`src/hw/rtl/i2c_acp_pkg.sv`:
```
// ----------------------------------------------------------------------------
// i2c_acp_pkg: shared types and constants of the ADC channel poller
// Bus event codes, phase encoding and the result record.
// ----------------------------------------------------------------------------
`default_nettype none

package i2c_acp_pkg;

  localparam int unsigned Channels  = 4;
  localparam int unsigned ChanW     = 2;
  localparam int unsigned ReadingW  = 12;

  localparam logic [7:0]  EvMask      = 8'hF8;
  localparam logic [7:0]  PtrConv     = 8'h00;
  localparam logic [7:0]  PtrConf     = 8'h01;
  localparam logic [6:0]  DevAddrRst  = 7'd72;
  localparam logic [15:0] ConfBaseRst = 16'd18048;

  typedef enum logic [7:0] {
    EV_START    = 8'h08,
    EV_RESTART  = 8'h10,
    EV_SLAW_ACK = 8'h18,
    EV_TX_ACK   = 8'h28,
    EV_TX_NACK  = 8'h30,
    EV_SLAR_ACK = 8'h40,
    EV_RX_ACK   = 8'h50
  } ev_e;

  typedef enum logic [1:0] {
    PH_CONF  = 2'd0,
    PH_POINT = 2'd1,
    PH_READ  = 2'd2
  } phase_e;

  typedef enum logic {
    REG_DEV_ADDR  = 1'b0,
    REG_CONF_BASE = 1'b1
  } cfg_reg_e;

  typedef struct packed {
    logic                       acted;
    logic                       data_valid;
    logic [7:0]                 data_byte;
    logic                       start_req;
    logic                       stop_req;
    logic                       ack_enable;
    logic                       reading_valid;
    logic [ChanW-1:0]           reading_channel;
    logic signed [ReadingW-1:0] reading_value;
  } rslt_t;

endpackage

`default_nettype wire

```
`src/hw/rtl/i2c_acp_seq.sv`:
```
// ----------------------------------------------------------------------------
// i2c_acp_seq: phase sequencer of the ADC channel poller
// Decodes one bus event against the phase state, produces the bus action and
// advances phase, byte count, channel and the held MSB on each beat.
// ----------------------------------------------------------------------------
`default_nettype none

module i2c_acp_seq import i2c_acp_pkg::*; (
  input  wire logic        clk_i,
  input  wire logic        rst_ni,
  input  wire logic        cfg_valid_i,
  input  wire logic        cfg_index_i,
  input  wire logic [15:0] cfg_data_i,
  input  wire logic        fire_i,
  input  wire logic [7:0]  status_code_i,
  input  wire logic [7:0]  rx_byte_i,
  output rslt_t            rslt_o
);

  logic [6:0]       dev_addr_q;
  logic [15:0]      conf_base_q;
  phase_e           phase_q, phase_d;
  logic [1:0]       byte_count_q, byte_count_d;
  logic [ChanW-1:0] chan_q, chan_d;
  logic [7:0]       msb_q, msb_d;

  logic [7:0]         ev;
  logic [7:0]         addr_w;
  logic [15:0]        conf_word;
  logic [7:0]         conf_byte;
  logic [1:0]         bc_inc;
  logic [ChanW:0]     chan_inc;
  logic [15:0]        word;
  logic signed [16:0] word_adj;

  assign ev        = status_code_i & EvMask;
  assign addr_w    = {dev_addr_q, 1'b0};
  assign conf_word = conf_base_q | {2'b00, chan_q, 12'h000};
  assign conf_byte = (byte_count_q != 2'd0) ? conf_word[7:0] : conf_word[15:8];
  assign bc_inc    = byte_count_q + 2'd1;
  assign chan_inc  = {1'b0, chan_q} + {{ChanW{1'b0}}, 1'b1};
  assign word      = {msb_q, rx_byte_i};
  // bias negatives by 15 so the arithmetic shift truncates toward zero
  assign word_adj  = $signed({word[15], word}) + $signed({13'd0, {4{word[15]}}});

  always_ff @(posedge clk_i or negedge rst_ni) begin
    if (!rst_ni) begin
      dev_addr_q  <= DevAddrRst;
      conf_base_q <= ConfBaseRst;
    end else if (cfg_valid_i) begin
      case (cfg_reg_e'(cfg_index_i))
        REG_DEV_ADDR:  dev_addr_q  <= cfg_data_i[6:0];
        REG_CONF_BASE: conf_base_q <= cfg_data_i;
        default: ;
      endcase
    end
  end

  // next state
  always_comb begin
    phase_d      = phase_q;
    byte_count_d = byte_count_q;
    chan_d       = chan_q;
    msb_d        = msb_q;
    case (phase_q)
      PH_CONF: begin
        if (ev == EV_SLAW_ACK) begin
          byte_count_d = 2'd0;
        end else if (ev == EV_TX_ACK) begin
          if (bc_inc == 2'd3) begin
            phase_d      = PH_POINT;
            byte_count_d = 2'd0;
          end else begin
            byte_count_d = bc_inc;
          end
        end else if (ev == EV_TX_NACK) begin
          phase_d      = PH_CONF;
          byte_count_d = 2'd0;
          chan_d       = '0;
        end
      end
      PH_POINT: begin
        if (ev == EV_TX_ACK) phase_d = PH_READ;
      end
      PH_READ: begin
        if (ev == EV_SLAR_ACK) begin
          byte_count_d = 2'd0;
        end else if (ev == EV_RX_ACK) begin
          if (byte_count_q == 2'd0) begin
            msb_d        = rx_byte_i;
            byte_count_d = 2'd1;
          end else begin
            phase_d      = PH_CONF;
            byte_count_d = 2'd0;
            chan_d       = (chan_inc >= (ChanW+1)'(Channels)) ? '0 : chan_inc[ChanW-1:0];
          end
        end
      end
      default: ;
    endcase
  end

  // bus action
  always_comb begin
    rslt_o = '0;
    case (phase_q)
      PH_CONF: begin
        if (ev == EV_START || ev == EV_RESTART) begin
          rslt_o.acted      = 1'b1;
          rslt_o.data_valid = 1'b1;
          rslt_o.data_byte  = addr_w;
        end else if (ev == EV_SLAW_ACK) begin
          rslt_o.acted      = 1'b1;
          rslt_o.data_valid = 1'b1;
          rslt_o.data_byte  = PtrConf;
        end else if (ev == EV_TX_ACK) begin
          rslt_o.acted      = 1'b1;
          rslt_o.data_valid = 1'b1;
          rslt_o.data_byte  = conf_byte;
          rslt_o.start_req  = (bc_inc == 2'd3);
          rslt_o.stop_req   = (bc_inc == 2'd3);
        end else if (ev == EV_TX_NACK) begin
          rslt_o.acted     = 1'b1;
          rslt_o.start_req = 1'b1;
          rslt_o.stop_req  = 1'b1;
        end
      end
      PH_POINT: begin
        if (ev == EV_START || ev == EV_RESTART) begin
          rslt_o.acted      = 1'b1;
          rslt_o.data_valid = 1'b1;
          rslt_o.data_byte  = addr_w;
        end else if (ev == EV_SLAW_ACK) begin
          rslt_o.acted      = 1'b1;
          rslt_o.data_valid = 1'b1;
          rslt_o.data_byte  = PtrConv;
        end else if (ev == EV_TX_ACK) begin
          rslt_o.acted     = 1'b1;
          rslt_o.start_req = 1'b1;
          rslt_o.stop_req  = 1'b1;
        end
      end
      PH_READ: begin
        if (ev == EV_START || ev == EV_RESTART) begin
          rslt_o.acted      = 1'b1;
          rslt_o.data_valid = 1'b1;
          rslt_o.data_byte  = addr_w | 8'h01;
        end else if (ev == EV_SLAR_ACK) begin
          rslt_o.acted      = 1'b1;
          rslt_o.ack_enable = 1'b1;
        end else if (ev == EV_RX_ACK) begin
          rslt_o.acted = 1'b1;
          if (byte_count_q == 2'd0) begin
            rslt_o.ack_enable = 1'b1;
          end else begin
            rslt_o.start_req       = 1'b1;
            rslt_o.stop_req        = 1'b1;
            rslt_o.reading_valid   = 1'b1;
            rslt_o.reading_channel = chan_q;
            rslt_o.reading_value   = word_adj[15:4];
          end
        end
      end
      default: ;
    endcase
  end

  always_ff @(posedge clk_i or negedge rst_ni) begin
    if (!rst_ni) begin
      phase_q      <= PH_CONF;
      byte_count_q <= 2'd0;
      chan_q       <= '0;
    end else if (fire_i) begin
      phase_q      <= phase_d;
      byte_count_q <= byte_count_d;
      chan_q       <= chan_d;
    end
  end

  always_ff @(posedge clk_i) begin
    if (fire_i) msb_q <= msb_d;
  end

  a_reading_restarts: assert property (@(posedge clk_i) disable iff (!rst_ni)
    fire_i && rslt_o.reading_valid |=> phase_q == PH_CONF && byte_count_q == 2'd0)
    else $error("reading did not return sequencer to config phase");

  a_msb_taken: assert property (@(posedge clk_i) disable iff (!rst_ni)
    fire_i && phase_q == PH_READ && ev == EV_RX_ACK && byte_count_q == 2'd0
    |=> phase_q == PH_READ && byte_count_q == 2'd1)
    else $error("MSB beat did not move to LSB wait");

  a_idle_event_keeps_state: assert property (@(posedge clk_i) disable iff (!rst_ni)
    fire_i && !rslt_o.acted |=> $stable(phase_q) && $stable(chan_q) && $stable(byte_count_q))
    else $error("unhandled event changed sequencer state");

endmodule

`default_nettype wire

```
`src/hw/rtl/i2c_acp_rslt_reg.sv`:
```
// ----------------------------------------------------------------------------
// i2c_acp_rslt_reg: result register of the ADC channel poller
// Holds one finished result until the downstream side takes the beat.
// ----------------------------------------------------------------------------
`default_nettype none

module i2c_acp_rslt_reg import i2c_acp_pkg::*; (
  input  wire logic  clk_i,
  input  wire logic  rst_ni,
  input  wire logic  load_i,
  input  wire rslt_t rslt_i,
  input  wire logic  ready_i,
  output logic       valid_o,
  output logic       free_o,
  output rslt_t      rslt_o
);

  logic  valid_q;
  rslt_t rslt_q;

  assign free_o  = !valid_q || ready_i;
  assign valid_o = valid_q;
  assign rslt_o  = rslt_q;

  always_ff @(posedge clk_i or negedge rst_ni) begin
    if (!rst_ni) begin
      valid_q <= 1'b0;
    end else if (free_o) begin
      valid_q <= load_i;
    end
  end

  always_ff @(posedge clk_i) begin
    if (free_o && load_i) rslt_q <= rslt_i;
  end

  a_load_only_when_free: assert property (@(posedge clk_i) disable iff (!rst_ni)
    valid_q && !ready_i |=> valid_q && $stable(rslt_q))
    else $error("pending result overwritten");

endmodule

`default_nettype wire

```
`src/hw/rtl/i2c_adc_channel_poller_core.sv`:
```
// ----------------------------------------------------------------------------
// i2c_adc_channel_poller_core: round-robin ADC poller over an I2C master
// Turns bus status events into bus actions and signed conversion readings.
//
//   channel   dir  payload
//   s_axis    in   tuser = status_code, tdata = rx_byte
//   m_axis    out  tdata = bus action and reading fields
//   cfg       in   cfg_index_i selects register, cfg_data_i holds value
//
// One event per cycle is sustained while m_axis does not stall; an event is
// held in the input register and decoded into the result register, from
// which it is offered on m_axis. Sequencer state advances as the event
// moves into the result register. Reset puts the sequencer in the config
// phase on channel 0 with default address and config word. A stall on
// m_axis holds the result and backs up into s_axis_tready once the input
// register is full.
// ----------------------------------------------------------------------------
`default_nettype none

module i2c_adc_channel_poller_core import i2c_acp_pkg::*; (
  input  wire logic        clk_i,
  input  wire logic        rst_ni,
  input  wire logic        s_axis_tvalid,
  output logic             s_axis_tready,
  input  wire logic [7:0]  s_axis_tdata,   // [7:0] rx_byte
  input  wire logic [7:0]  s_axis_tuser,   // [7:0] status_code
  output logic             m_axis_tvalid,
  input  wire logic        m_axis_tready,
  // [0] acted, [1] data_valid, [9:2] data_byte, [10] start_req, [11] stop_req,
  // [12] ack_enable, [13] reading_valid, [15:14] reading_channel,
  // [27:16] reading_value, [31:28] zero
  output logic [31:0]      m_axis_tdata,
  input  wire logic        cfg_valid_i,
  output logic             cfg_ready_o,
  input  wire logic        cfg_index_i,
  input  wire logic [15:0] cfg_data_i
);

  logic       in_valid_q;
  logic [7:0] status_q;
  logic [7:0] rx_q;
  logic       out_free;
  logic       fire;
  rslt_t      rslt;
  rslt_t      rslt_out;

  assign cfg_ready_o   = 1'b1;
  assign fire          = in_valid_q && out_free;
  assign s_axis_tready = !in_valid_q || out_free;

  always_ff @(posedge clk_i or negedge rst_ni) begin
    if (!rst_ni) begin
      in_valid_q <= 1'b0;
    end else if (s_axis_tready) begin
      in_valid_q <= s_axis_tvalid;
    end
  end

  always_ff @(posedge clk_i) begin
    if (s_axis_tready && s_axis_tvalid) begin
      status_q <= s_axis_tuser;
      rx_q     <= s_axis_tdata;
    end
  end

  i2c_acp_seq u_seq (
    .clk_i         (clk_i),
    .rst_ni        (rst_ni),
    .cfg_valid_i   (cfg_valid_i),
    .cfg_index_i   (cfg_index_i),
    .cfg_data_i    (cfg_data_i),
    .fire_i        (fire),
    .status_code_i (status_q),
    .rx_byte_i     (rx_q),
    .rslt_o        (rslt)
  );

  i2c_acp_rslt_reg u_rslt_reg (
    .clk_i   (clk_i),
    .rst_ni  (rst_ni),
    .load_i  (in_valid_q),
    .rslt_i  (rslt),
    .ready_i (m_axis_tready),
    .valid_o (m_axis_tvalid),
    .free_o  (out_free),
    .rslt_o  (rslt_out)
  );

  assign m_axis_tdata = {4'd0,
                         rslt_out.reading_value,
                         rslt_out.reading_channel,
                         rslt_out.reading_valid,
                         rslt_out.ack_enable,
                         rslt_out.stop_req,
                         rslt_out.start_req,
                         rslt_out.data_byte,
                         rslt_out.data_valid,
                         rslt_out.acted};

  a_stall_holds_input: assert property (@(posedge clk_i) disable iff (!rst_ni)
    in_valid_q && !out_free |=> in_valid_q && $stable(status_q) && $stable(rx_q))
    else $error("buffered event lost under output stall");

endmodule

`default_nettype wire
```
`config.mk`:
```
export PLATFORM = sky130hd
export DESIGN_NAME = i2c_adc_channel_poller_core
export DESIGN_NICKNAME = d
export VERILOG_FILES = /design/src/hw/rtl/i2c_acp_pkg.sv /design/src/hw/rtl/i2c_acp_seq.sv /design/src/hw/rtl/i2c_acp_rslt_reg.sv /design/src/hw/rtl/i2c_adc_channel_poller_core.sv
export SDC_FILE = /design/constraint.sdc
export NUM_CORES = 1
export LEC_CHECK = 0
export ABC_AREA = 1
export BUFFER_PORTS_ARGS = -buffer_cell sky130_fd_sc_hd__buf_4
export CELL_PAD_IN_SITES_DETAIL_PLACEMENT = 2
export CELL_PAD_IN_SITES_GLOBAL_PLACEMENT = 2
export CORE_ASPECT_RATIO = 0.7
export CORE_MARGIN = 1
export CORE_UTILIZATION = 31
export DETAILED_ROUTE_END_ITERATION = 10
export PLACE_DENSITY_LB_ADDON = 0.05
export SLEW_MARGIN = 20
export SYNTH_ARGS = -nofsm -noshare
export SYNTH_HDL_FRONTEND = slang
export SYNTH_SLANG_ARGS = --single-unit
```
`constraint.sdc`:
```
create_clock -name clk_i -period 1.9 [get_ports clk_i]
set_input_delay 0.19 -clock clk_i [delete_from_list [all_inputs] [get_ports clk_i]]
set_output_delay 0.19 -clock clk_i [all_outputs]
set_load 0.005 [all_outputs]
```
### After elaboration in Yosys (flattened, before gate mapping)

Cells that the tools add are included.

* register bits: 83
* bits of input ports: 38
* output and inout bits: 35

* add/subtract/negate cells: 3
* magnitude comparators: 1
* equality and inequality tests: 21
* multiplexer cells: 53
* bitwise logic cells: 5
* reduce and logical (&&, ||, !) cells: 21

Operator list (count)
* 2-to-1 mux 2 bit: 28
* 2-to-1 mux 18 bit: 2
* one-hot mux 12 bit (3 select lines): 1
* 2-to-1 mux 10 bit: 3
* 2-to-1 mux 15 bit: 2
* 2-to-1 mux 9 bit: 3
* adder 16 x 5 -> 16 bit: 1
* bitwise OR 16 x 14 -> 16 bit: 1
* == test 5 x 2 -> 1 bit, second input constant: 2
* == test 5 x 3 -> 1 bit, second input constant: 2
* == test 5 x 4 -> 1 bit, second input constant: 2
* 2-to-1 mux 1 bit: 10
* AND reduction 9 bit: 1
* 2-to-1 mux 8 bit: 1
* inequality test 2 bit, second input constant: 4
* one-hot mux 2 bit (2 select lines): 2
* AND reduction 8 bit: 1
* inequality test 2 x 1 -> 1 bit, second input constant: 3
* inequality test 3 x 1 -> 1 bit, second input constant: 2
* one-hot mux 2 bit (3 select lines): 1
* == test 5 x 1 -> 1 bit, second input constant: 1
* AND reduction 5 bit: 1
* OR reduction 5 bit: 1
* == test 2 bit, second input constant: 2
* other kinds (17): 27

### Longest topological paths before layout

Gate-level depths: netlist of the first run.

* word-level depth: 7
* gate-level depth with buffers: 10

### Hierarchy

Synthesis of the first run repeated with hierarchy kept, for this count alone.

* cell total of the unflattened synthesis: 423
* area total of the unflattened synthesis: 3996.3 µm²

By module, submodules not included
* i2c_acp_seq: times used 1, cells each 358, area an instance 2532.4 µm²
* i2c_acp_rslt_reg: times used 1, cells each 34, area an instance 885.8 µm²
* i2c_adc_channel_poller_core: times used 1, cells each 31, area an instance 578.1 µm²

### Worst setup path before layout of the first run

Ideal clock, no wire load.

* path type: register -> register
* start: register u_seq.phase_q[0]
* end: register u_seq.msb_q[0], enable pin
* data arrival time: 1480 ps
* data required time: 1517 ps
* path slack: 37 ps
* stages on the path, launching flop included: 6
* path through: dfrtp_1 -> inv_1 -> ha_1 -> buf_2 -> nand3_1 -> nor3_1

* cells in the longest elaborated chain, start to end: 2

Ends and longest elaborated chain
* from (decl): RTL line i2c_acp_seq.sv:22 `phase_e phase_q, phase_d;`
* from (signal assigned): RTL line i2c_acp_seq.sv:174 `phase_q <= phase_d;`
* == test 2 bit: RTL line i2c_acp_seq.sv:65 `case (phase_q)`
* AND reduction 5 bit (no source line)
* to (signal assigned): RTL line i2c_acp_seq.sv:181 `if (fire_i) msb_q <= msb_d;`
* to (decl): RTL line i2c_acp_seq.sv:25 `logic [7:0] msb_q, msb_d;`

Every way passes these cells.
A chain may end at the register's enable or synchronous reset.

### Worst setup path after layout of the first run

* start: register u_seq.msb_q[7]
* end: register u_rslt_reg.rslt_q, in the netlist u_rslt_reg.rslt_o[7] (data pin)

* cells in the longest elaborated chain, start to end: 1

Ends and longest elaborated chain
* adder 16 x 5 -> 16 bit: RTL line i2c_acp_seq.sv:44 `assign word_adj = $signed({word[15], word}) + $signed({13'd0, {4{word[15]}}});`
* to (signal assigned): RTL line i2c_acp_rslt_reg.sv:34 `if (free_o && load_i) rslt_q <= rslt_i;`
* to (decl): RTL line i2c_acp_rslt_reg.sv:19 `rslt_t rslt_q;`

Every way passes these cells.

==> run summary, run 1 <==
Total Routing Usage GR -> 0.178
Leak -> 2.27 nW
Final worst path period share -> 0.993
Max cap viols -> 0
Routability congestion estimate -> 0.789
Row count -> 33
Largest net degree at the start of global routing -> 32
RSZ-0062 raised after global routing -> yes
ANT nets after route -> 0
# setup viols final -> 0
Vias/cell -> 4.67
Post-synth top area cell -> edfxtp_1
Via count -> 3034
Worst-path clk slew -> 60 ps
Multi-input logic area -> 0.00146 sq mm
Worst setup margin -> 12.9 ps
I/O Buffers -> 64
Core area -> 0.0119 sq mm
Rel. slew slack -> 0.656
Fin nets -> 534
Setup CP Type -> flip-flop to flip-flop
Clock buffer count from CTS -> 9
Critical Path Slowest Stage Cell -> edfxtp_1
Leading post-synthesis cells by cell area -> edfxtp_1, dfrtp_1, nand2_1, dfstp_2, inv_1
Initial drt markers -> 82
Die Area -> 0.0129 sq mm
Worst slack, placed -> -24.7 ps
PD cells -> 993 mW/mm^2
Crit Path Max Fanout -> 7
Hold Path Class -> primary input to flip-flop
Final HPWL DP -> 7960 um
Die height -> 95.4 um
Synthesized area -> 0.00387 sq mm
Register bit count reported by yosys -> 79
Syn Inst Count -> 402
Clk buf depth -> 2
DR pass1 iterations -> 4
CP Launch Type -> flip-flop
Internal Power -> 3.61 mW
Clock skew -> 6.33 ps
CP Data Arrival Time -> 1980 ps
Crit path largest cell delay -> 550 ps
Worst setup EP type -> flip-flop
Gate power share -> 0.201
Yosys top cell area share -> 0.373
Ant diodes -> 0
Worst-Margin Slew -> 515 ps
Worst vdd ir -> 535 uV
Status -> finished clean
Yosys cell types -> 36
Reg power frac -> 0.433
CP most frequent cell -> nand2_2
Worst path cell trace -> ha_4 > nand3_2 > nand2_2 > inv_2 > o21bai_4 > buf_12 > buf_6 > nand2_2 > nand2_1 > nor2_1
Initial Util -> 0.324
Initial antenna violation count -> 0
Sequential cell area -> 0.00223 sq mm
P&R area growth vs syn -> 30.5%
Overflow after GRT -> 0
Switching Fraction -> 0.279
Mapped Avg Cell Area -> 9.62 sq um
Clock share of power -> 0.366
Final hold vios -> 0
# IOs -> 73
Fmax -> 530 MHz
Seq/Total Area, Yosys -> 0.575
First-pass GRT wire length -> 17100 um
Core Util, Final -> 0.423
Num Clock Sinks -> 79
Fin crit period -> 1890 ps
Final count of pins violating max slew -> 0
DRC errors left -> 0
Die Wd -> 135 um
Vias in the first global route -> 3249
Worst-Skew Late Latency -> 330 ps
# fillers -> 1284
Root buf cell -> clkbuf_16
Drt total wl -> 10700 um
Routed len/inst -> 16.5 um
Layout cell share with drive strength beyond 1 -> 0.323
Synth warn -> 0
Critical path data required time -> 1990 ps
Family with the most delay on the worst path -> flip-flops
WP buf/inv -> 3
CTS tree -> done
Psw -> 1.40 mW
Htree depth -> 3
==> layout make-up <==
cell class | instances | share of cell area
Sequential cell | 79 | 0.441
Multi-Input combinational cell | 265 | 0.290
Timing Repair Buffer | 84 | 0.131
Clock buffer | 10 | 0.0454
Tap cell | 157 | 0.0389
Inverter | 48 | 0.0362
Clock inverter | 6 | 0.0169
==> cell usage after synthesis, drive strengths merged <==
master	instances
nand2	114
edfxtp	48
inv	48
nor2	43
o21ai	26
dfrtp	25
nand3	24
a21oi	17
buf	10
ha	9
mux2	8
dfstp	6
nor3	6
nand4	4
clkbuf	3
and2	2
conb	2
nor3b	2
o21bai	2
a31oi	1
o211ai	1
o22ai	1
==> through the flow <==
| step | power (mW) | area [sq um] | TNS [ps] | hold WS (ps) | cells |
|---|---|---|---|---|---|
| floorplan | 2.70 | 3880 | 0 | -106 | 405 |
| global placement | 3.14 | 4580 | 0 | 170 | 626 |
| detailed placement | 3.19 | 4580 | -48.4 | 180 | 626 |
| CTS | 5.06 | 4910 | 0 | 16.8 | 644 |
| global route | 5.27 | 5040 | -245 | 18.4 | 649 |
| finish | 5.01 | 5040 | 0 | 28.3 | 649 |
==> layout by cell type, fill, tap and decap left out, types with 2 or more instances in the layout <==
master,count
o21ai_1,7
nor3_1,5
inv_1,37
dfstp_2,6
nor2_2,6
nand3_2,6
bufinv_16,2
a21oi_2,3
edfxtp_1,48
dfrtp_1,24
conb_1,5
nand4_1,4
nand2_1,103
o21ai_0,19
a21oi_1,14
ha_1,6
buf_12,2
nand2_2,10
nand3_1,18
nor2_4,3
mux2_2,8
inv_2,10
clkbuf_16,9
nor2_1,33
and2_1,2
buf_4,80
ha_4,3
==> flip-flops by register name, indices dropped and copies added (netlist names) <==
signal,cells
u_rslt_reg.rslt_o,27
u_seq.msb_q,8
in_valid_q,1
u_rslt_reg.valid_o,1
u_seq.phase_q,2
u_seq.byte_count_q,2
u_seq.dev_addr_q,7
u_seq.chan_q,2
u_seq.conf_base_q,16
rx_q,8
status_q,5
==> power by group through the flow <==
stage | combinational (mW) | sequential (mW) | clock [mW]
final | 1.01 | 2.17 | 1.83
after floorplan | 0.524 | 2.17 | 0
after detailed placement | 0.987 | 2.20 | 0
after global placement | 0.950 | 2.19 | 0
after CTS | 0.998 | 2.17 | 1.89
after global routing | 1.13 | 2.19 | 1.95
==> logic make-up (layout without fill, tap and decap cells) <==
group / after synthesis / after routing / synth area share
compound gates: 48 / 48 / 0.0706
fa+ha+maj: 9 / 9 / 0.0291
buf+inv: 61 / 148 / 0.0686
flops: 79 / 79 / 0.575
mux: 8 / 8 / 0.0233
other cells: 2 / 5 / 0.00194
simple gates: 195 / 195 / 0.231
==> worst paths after layout <==
kind | from | cells past startpoint | end | slack [ps]
worst min register to register | u_seq.conf_base_q[1] | 2 | u_seq.conf_base_q[1] | 490
max in group asynchronous | rst_ni | 2 | u_seq.phase_q[0] | 1200
min in group asynchronous | rst_ni | 2 | u_seq.conf_base_q[3] | 350
worst min-delay path | s_axis_tdata[0] | 1 | rx_q[0] | 30
worst max register to register | u_seq.msb_q[7] | 10 | u_rslt_reg.rslt_o[7] | 10
worst max-delay path | u_seq.msb_q[7] | 10 | u_rslt_reg.rslt_o[7] | 10
==> layer usage <==
layer  GRT usage  part of all wire  up-vias
met3      0.0356             0.033       12
li1            -                 -     1474
met4      0.0449            0.0096        0
met1       0.241              0.49     1503
met2       0.291              0.47       45
met5           0                 0        -
==> repair_timing <==
action	CTS	global route
setup endpoints to repair	4	12
pin swaps	0	8
endpoints found under the hold margin	25	0
buffers inserted	1	5
hold buffers	1	0
resized for setup	0	18
No activity file was read; power rests on OpenSTA's default activity.
==> run 2, diff against run 1 <==
--- a/config.mk
+++ b/config.mk
@@ -12,3 +12,3 @@
 export CORE_ASPECT_RATIO = 0.7
-export CORE_MARGIN = 1
+export CORE_MARGIN = 2
 export CORE_UTILIZATION = 31
==> constraint.sdc (replaced) <==
create_clock -name clk_i -period 1.9 [get_ports clk_i]
set_input_delay 0.285 -clock clk_i [delete_from_list [all_inputs] [get_ports clk_i]]
set_output_delay 0.285 -clock clk_i [all_outputs]
set_load 0.005 [all_outputs]
==> run summary, run 2 (synthesis results as in run 1) <==
RSZ-0062 raised after global routing -> yes
Clock share of power -> 0.378
Root buf cell -> clkbuf_16
Htree depth -> 3
Met2 wire len -> 4930 um
Total power -> 5.07 mW
Worst-Margin Slew -> 618 ps
Switching Fraction -> 0.274
Commonest non-fill, non-tap cell in the layout -> nand2_1
Initial antenna violation count -> 0
CTS tree -> done
Drt total wl -> 10800 um
Leak -> 2.27 nW
Die Wd -> 137 um
Clk buf depth -> 2
Final worst path period share -> 0.974
Critical path data required time -> 1990 ps
Post-Place Cells -> 628
Max layer used -> met4
Worst hold stages -> 1
Metal3 WL -> 430 um
Psw -> 1.39 mW
Fmax -> 540 MHz
DRC errors left -> 0
Vias/cell -> 4.58
Core Util, Final -> 0.411
Worst setup EP type -> flip-flop
Initial drt markers -> 90
Num Clock Sinks -> 79
P&R area growth vs syn -> 30.6%
Met1 Wirelength -> 5300 um
# setup viols final -> 0
Hold EP -> rx_q[6]
ANT nets after route -> 0
Crit Path Max Fanout -> 8
Ant diodes -> 0
Initial Util -> 0.314
First-pass GRT wire length -> 17200 um
Largest net degree at the start of global routing -> 32
Die height -> 97.4 um
Cells on worst reg2reg path -> 8
Rel. slew slack -> 0.587
Worst-path clk slew -> 60 ps
Overflow after GRT -> 0
# IOs -> 73
Setup slack, reg-to-reg -> 50 ps
Setup CP Type -> flip-flop to flip-flop
Final count of pins violating max slew -> 0
Die Area -> 0.0134 sq mm
Setup TNS after final layout -> 0 ps
I/O Buffers -> 64
Most frequent cells in the layout -> nand2_1, buf_4, edfxtp_1
Final hold vios -> 0
# fillers -> 1328
Fin nets -> 529
Status -> finished clean
Layout cell share with drive strength beyond 1 -> 0.320
Worst-Skew Late Latency -> 340 ps
Reg power frac -> 0.428
Total Routing Usage GR -> 0.170
Worst vdd ir -> 443 uV
Worst Hold Launch -> s_axis_tdata[6]
Largest register FFs -> 27
Hold Path Class -> primary input to flip-flop
Worst slack, placed -> -21.6 ps
CP Launch Type -> flip-flop
Clock buffer count from CTS -> 9
PD cells -> 1000 mW/mm^2
Crit Reg-Reg Startpoint -> u_seq.msb_q[7]
Internal Power -> 3.68 mW
Gate power share -> 0.194
Core area -> 0.0123 sq mm
Row count -> 34
Final HPWL DP -> 7890 um
Capturing point of the worst reg2reg path -> u_rslt_reg.rslt_o[4]
Routed len/inst -> 16.6 um
Clock skew -> 5.45 ps
Routability congestion estimate -> 0.769
CP Data Arrival Time -> 1940 ps
DR pass1 iterations -> 4
Fin cells -> 649
Fin crit period -> 1850 ps
Vias in the first global route -> 3241
Max cap viols -> 0
Via count -> 2975
Worst setup margin -> 49.7 ps
run 2: cell types whose count changed in the layout (fill, tap and decap cells not counted), moves of 2 or more:
cell / change
nand2_4: +2
clkbuf_16: +2
nand2_2: -2
buf_4: -3
clkbuf_8: +2
run 2: power groups by stage:
stage | sequential, mW | combinational, mW | clock [mW]
after floorplan | 2.17 | 0.524 | 0
after global placement | 2.19 | 0.924 | 0
after detailed placement | 2.20 | 0.966 | 0
after CTS | 2.17 | 0.987 | 1.97
after global routing | 2.20 | 1.10 | 2.02
final | 2.17 | 0.986 | 1.92
run 2: cell type report:
cell class                      count  area [sq um]  area share
Clock buffer                       15           310      0.0614
Clock inverter                      1          30.0     0.00595
Inverter                           48           183      0.0362
Multi-Input combinational cell    265          1490       0.296
Sequential cell                    79          2220       0.440
Tap cell                          162           203      0.0401
Timing Repair Buffer               79           608       0.120
run 2: worst max-delay path: stages, from the launching register on:
cell,delay [ps]
edfxtp_1,530
ha_4,360
nand3_4,70
nand2_4,100
inv_4,40
o21bai_4,270
nand3_2,130
nand2_1,70
nor2_1,40
run 2: through the flow:
stage	hold WS [ps]	instance area, sq um
after CTS	109	4930
after floorplan	-10.6	3880
final	119	5050
after detailed placement	267	4560
after global placement	265	4560
after global routing	114	5050
run 2: repair_timing:
action | 4_1_cts | 5_1_grt
pin swaps | 0 | 15
gates resized for setup | 0 | 23
setup endpoints to repair | 3 | 10
hold buffers | 1 | 0
setup buffers | 2 | 2
hold endpoints to repair | 25 | 0
run 2: routing by layer:
| layer | global-route usage | vias to the layer above |
|---|---|---|
| met5 | 0 | - |
| met4 | 0.0452 | 0 |
| li1 | - | 1463 |
| met3 | 0.0360 | 10 |
| met1 | 0.243 | 1449 |
| met2 | 0.261 | 53 |
run 2: how the worst max path moves through the flow:
stage	endpoint	start	depth (start not counted)	slack, ps
6_report	u_rslt_reg.rslt_o[4]	u_seq.msb_q[7]	8	50
5_1_grt	u_rslt_reg.rslt_o[9]	u_seq.msb_q[7]	8	-40
4_1_cts	u_rslt_reg.rslt_o[11]	u_seq.msb_q[7]	8	10
3_5_place_dp	u_rslt_reg.rslt_o[11]	u_seq.msb_q[7]	8	-20
3_3_place_gp	u_rslt_reg.rslt_o[11]	u_seq.msb_q[7]	8	90
2_1_floorplan	u_seq.msb_q[0]	u_seq.phase_q[0]	5	40
